==> src/rtl/svss_pkg.sv <==
// ----------------------------------------------------------------------------
// svss_pkg
// Shared types and codes for the sparse voxel section store.
// ----------------------------------------------------------------------------
package svss_pkg;

  localparam int CoordW = 24;
  localparam int DataW  = 32;
  localparam int StatW  = 3;

  localparam logic KindRead  = 1'b0;
  localparam logic KindWrite = 1'b1;

  localparam logic [StatW-1:0] StatHit       = 3'd0;
  localparam logic [StatW-1:0] StatMiss      = 3'd1;
  localparam logic [StatW-1:0] StatUnchanged = 3'd2;
  localparam logic [StatW-1:0] StatAlloc     = 3'd3;
  localparam logic [StatW-1:0] StatFreed     = 3'd4;
  localparam logic [StatW-1:0] StatFull      = 3'd5;

  typedef struct packed {
    logic signed [CoordW-1:0] z;
    logic signed [CoordW-1:0] y;
    logic signed [CoordW-1:0] x;
  } key_t;

endpackage

==> src/rtl/svss_coord_split.sv <==
// ----------------------------------------------------------------------------
// svss_coord_split
// Floor division of one signed coordinate by the section edge, in two
// registered steps: reciprocal multiply, then one correction.
// ----------------------------------------------------------------------------
module svss_coord_split #(
  parameter int SECTION_EDGE = 16
) (
  input  logic                                  clk_i,
  input  logic                                  mul_en_i,
  input  logic                                  fix_en_i,
  input  logic signed [svss_pkg::CoordW-1:0]    v_i,
  output logic signed [svss_pkg::CoordW-1:0]    q_o,
  output logic [$clog2(SECTION_EDGE)-1:0]       r_o
);
  import svss_pkg::*;

  localparam int EW = $clog2(SECTION_EDGE);
  localparam int UW = CoordW + EW + 1;
  localparam int PW = UW + 32;
  localparam logic [32:0] Recip = 33'((64'h1_0000_0000) / SECTION_EDGE);
  localparam logic [UW-1:0] Bias = UW'(SECTION_EDGE * (2 ** (CoordW - 1)));
  localparam logic [UW-1:0] Half = UW'(2 ** (CoordW - 1));
  localparam logic [UW-1:0] Edge = UW'(SECTION_EDGE);

  logic [UW-1:0] u;
  logic [PW-1:0] prod_d;
  logic [PW-1:0] prod_q;
  logic [UW-1:0] u_q;
  logic [UW-1:0] q0;
  logic [UW-1:0] r0;
  logic          ge;
  logic [UW-1:0] q1;
  logic [UW-1:0] r1;
  logic signed [CoordW-1:0] q_q;
  logic [EW-1:0] r_q;

  assign u      = UW'(v_i) + Bias;
  assign prod_d = PW'(u) * PW'(Recip[31:0]);

  always_ff @(posedge clk_i) begin
    if (mul_en_i) begin
      prod_q <= prod_d;
      u_q    <= u;
    end
  end

  // estimate is exact or one low
  assign q0 = prod_q[PW-1:32];
  assign r0 = u_q - UW'(q0 * Edge);
  assign ge = (r0 >= Edge);
  assign q1 = ge ? q0 + UW'(1) : q0;
  assign r1 = ge ? r0 - Edge : r0;

  always_ff @(posedge clk_i) begin
    if (fix_en_i) begin
      q_q <= CoordW'(q1 - Half);
      r_q <= EW'(r1);
    end
  end

  assign q_o = q_q;
  assign r_o = r_q;

endmodule

==> config.mk <==
export PLATFORM = sky130hd
export DESIGN_NAME = svss_coord_split
export DESIGN_NICKNAME = d
export VERILOG_FILES = /design/src/rtl/svss_pkg.sv /design/src/rtl/svss_coord_split.sv
export SDC_FILE = /design/constraint.sdc
export NUM_CORES = 1
export LEC_CHECK = 0
export BUFFER_PORTS_ARGS = -buffer_cell sky130_fd_sc_hd__buf_4
export CORE_MARGIN = 2
export CORE_UTILIZATION = 40
export CTS_CLUSTER_SIZE = 28
export DETAILED_ROUTE_END_ITERATION = 16
export HOLD_SLACK_MARGIN = 0.06
export MAX_ROUTING_LAYER = met4
export PLACE_DENSITY = 0.66
export REMOVE_ABC_BUFFERS = 1
export SYNTH_ARGS = -nofsm -noshare
export SYNTH_HDL_FRONTEND = slang
export SYNTH_SLANG_ARGS = --single-unit
==> constraint.sdc <==
create_clock -name clk_i -period 1.9 [get_ports clk_i]
set_clock_uncertainty 0.2 [all_clocks]
set_input_delay 0.38 -clock clk_i [delete_from_list [all_inputs] [get_ports clk_i]]
set_output_delay 0.38 -clock clk_i [all_outputs]
set_load 0.02 [all_outputs]
**Yosys cells after proc, flatten, opt, wreduce, memory -nomap -nowiden**

Index checks and enable logic that the tools add are counted.

- RAM bits: 0
- Memories: 0
- Bits of input ports: 27
- Bits in latches: 0
- Register bits after elaboration: 57
- Output and inout port bits: 28
- Word-level logic and storage cells: 11
- Memory bits (read-only): 0

- Bitwise operators: 0
- Add/sub/neg operators: 5
- Multiplexer cells: 2
- Shift-type cells: 0
- Divide/modulo/power cells: 0
- Reductions and logical operators: 0
- $mul: 0
- Eq/ne operators: 0
- $lt $le $gt $ge: 1

Operators with widths:

| operator | count |
|---|---|
| $add A29 B28 Y29 const B | 1 |
| $ge A29 B5 Y1 const B | 1 |
| $sub A29 B29 Y29 | 1 |
| $add A24 B1 Y24 const B | 1 |
| $mux W24 | 1 |
| $sub A24 B24 Y24 const B | 1 |
| $mux W4 | 1 |
| $sub A4 B1 Y4 const B | 1 |

**Longest topological paths before layout**

- Depth after elaboration: 4
- Gate-level depth with buffers: 1
- Gate-level depth less buffers: 1

**Least setup slack after synthesis**

Ideal clock, no wire load.

- Path kind: register to output
- From: register q_o[22] (netlist name)
- To: output q_o[20] (netlist name)
- Buffers on the path: 1
- Path slack: 623 ps
- Data required time: 1,320 ps
- Stages on the path, launching flop included: 2
- Arrival time: 697 ps
- Cell sequence: edfxtp_1 > buf_4

RTL lines:

| what | RTL line | text |
|---|---|---|
| end, declared | svss_coord_split.sv:13 | `output logic signed [svss_pkg::CoordW-1:0] q_o,` |

==> qor.csv <==
stage;metric;value;unit
run_status;status;complete, no violations;
logic_synthesis;adder-cell share of the synthesized area;0;%
detailed_routing;wire length per cell;12.2;um
critical_path;Reg2Reg Setup Slack;1070;ps
sta;slew margin rel.;80.1;%
die;Die H;65.9;um
critical_path;reg2reg end;q_o[0];
logic_synthesis;Synth Area in XOR/XNOR;0;%
logic_synthesis;combinational family with the most area after synthesis;buffers and inverters;
critical_path;slowest stage delay, CP;450;ps
grt;initial antenna violation count;0;
critical_path;R2R cell count;0;
detailed_routing;final WL;2.25;mm
logic_synthesis;synthesized area;1530;um^2
cts;CTS tree;built;
final_layout;Multi-input comb cells;0;
cts;clk slew on worst S/H paths;80;ps
critical_path;WP depth;1;
logic_synthesis;predominant post-synthesis flop cell;edfxtp_1;
sta;fin. max-slew vios;0;
grt;grt ovf;0;
critical_path;CP Max Fanout;4;
logic_synthesis;Syn Inst Count;55;
power_and_ir_drop;Pwr Density;1010;nW/um^2
final_layout;multi-input logic area;0;um^2
cts;CTS sink count;50;
detailed_routing;DRT Pass-1 Iters;4;
cts;PostCTS Resize Cnt;0;
sta;RSZ-0062 raised after global routing;false;
cts;Root Driver;clkbuf_8;
grt;largest net degree at the start of global routing;26;
placement;GPL Wtd Cong;0.685;
sta;Worst Tran Pin Value;299;ps
critical_path;Worst Path Required;1320;ps
logic_synthesis;biggest area consumer among synthesized cells;edfxtp_1;
logic_synthesis;register area share after synthesis;98.0;%
critical_path;WP data arrival;930;ps
grt;gr busiest metal;met2;
critical_path;Critical Path Start Type;register;
die;row cnt;22;
die;Horiz. Die Dim;65.9;um
critical_path;slowest stage cell, crit path;edfxtp_1;
grt;gr usage total;11.3;%
cts;CTS Hold Bufs;16;
worst_hold_path;Hold Path Class;in -> reg;
logic_synthesis;post-synth top area share;98.0;%
final_layout;area added between synthesis and finish;52.6;%
detailed_routing;DR vias;770;
critical_path;cell family with most CP delay;flip-flops;
final_layout;share of cells above drive strength 1;44.5;%
grt;met2 usage;20.5;%
logic_synthesis;Post-synth ARST share;0;%
detailed_routing;post-route ant nets;0;
worst_hold_path;Hold EP;u_q[26];
worst_hold_path;hold wc startpoint;v_i[23];
sta;setup_tns;0;ps
cts;Inserted Clock Buffers;5;
sta;fin crit period;1510;ps
grt;met3 Usage GRT;5.11;%
logic_synthesis;Synth cell types;3;
final_layout;fin util;63.8;%
logic_synthesis;EDFF count, synth;50;
sta;Max Clk Rate;662;MHz
grt;first-pass GRT wire length;3.21;mm
logic_synthesis;syn_area_per_cell;27.8;um^2
final_layout;fin cells;185;
logic_synthesis;Yosys reg bits;50;
grt;vias in the first global route;745;
critical_path;FF-to-FF Start;u_q[4];
sta;final setup fails;0;
power_and_ir_drop;Leak;0.921;nW
sta;Fin. Hold Viols;0;
logic_synthesis;top post-synthesis cells by count;50 x edfxtp_1, 3 x buf_4, 2 x inv_1;
detailed_routing;vias per cell;4.16;
detailed_routing;drt drc;0;
die;Core ar.;3660;um^2
critical_path;CP cell instances;buf_4;
power_and_ir_drop;peak supply drop;0.577;mV
logic_synthesis;count leader, synth;edfxtp_1;
grt;GRT met1 Usage;10.0;%
placement;DP Cell Count;154;
cts;CTS max path bufs;2;
final_layout;Final Net Count;163;
die;Ports;55;
logic_synthesis;Compound-Gate Fraction of Synth Area;0;%
logic_synthesis;Synth area leaders;edfxtp_1 98%, buf_4 1.5%, inv_1 0.49%;
die;die area;4340;um^2
critical_path;Buf+Inv Stages, Crit Path;1;
placement;Port Buffers;54;
worst_hold_path;Hold Crit Depth;1;
logic_synthesis;mux cell area share after synthesis;0;%
sta;fin crit share;79.6;%
power_and_ir_drop;total power;0.00236;W
critical_path;crit end category;output port;
cts;Clock Latency Late Sink;290;ps
critical_path;kind of critical path;reg -> out;
flow_run;max-cap viol count;0;
detailed_routing;DR iter-0 viols;8;
logic_synthesis;simple-gate share of the synthesized area;0;%
final_layout;# diodes;0;
cts;setup bufs post-CTS;0;
logic_synthesis;yosys warns;0;
cts;Max H-tree Level;2;
die;Initial Utilization;41.8;%
==> state kept, by name, indices dropped and copies added, names as in the netlist <==
register and cells:
u_q 25, q_o 21, r_o 4
==> metrics by stage <==
stage	area [um^2]	setup WS (ps)	hold WS, ps
6_report	2340	388	74.8
5_1_grt	2340	337	62.7
4_1_cts	2270	379	60.4
3_5_place_dp	1970	687	205
3_3_place_gp	1970	700	202
2_1_floorplan	1510	537	200
==> layout by cell type, fill, tap and decap left out <==
| cell | synthesis | routed |
|---|---|---|
| edfxtp_1 | 50 | 50 |
| clkbuf_8 | 0 | 5 |
| clkinv_1 | 0 | 1 |
| bufinv_16 | 0 | 2 |
| inv_1 | 2 | 2 |
| buf_4 | 3 | 54 |
| dlygate4sd3_1 | 0 | 23 |
==> layer usage <==
layer	vias to the layer above	wire length, um
met5	-	0
met2	36	1300
li1	373	-
met1	357	733
met3	4	183
met4	0	31
==> power by group <==
part	internal (W)	leakage, nW	switching (W)
sequential	0.00131	0.489	0.0000207
clock	0.000520	0.0658	0.000307
combinational	0.000111	0.366	0.0000978
total	0.00194	0.921	0.000425
==> area by class of cell <==
| type | instances | area (um^2) |
|---|---|---|
| Inverter | 2 | 7.51 |
| Clock buffer | 5 | 68.8 |
| Timing Repair Buffer | 77 | 636 |
| Fill cell | 262 | 1320 |
| Sequential cell | 50 | 1500 |
| Clock inverter | 3 | 63.8 |
| Tap cell | 48 | 60.1 |
==> cell families after synthesis <==
family	Yosys count
buffers and inverters	5
DFF	50
==> worst max path at each step <==
stage	startpoint	endpoint	slack (ps)
floorplan	q_o[22]	q_o[19]	540
global placement	fix_en_i	q_o[10]	700
detailed placement	fix_en_i	q_o[15]	690
CTS	q_o[22]	q_o[19]	380
global route	q_o[22]	q_o[19]	340
finish	q_o[22]	q_o[19]	390
Power figures use the tool's default switching activity.
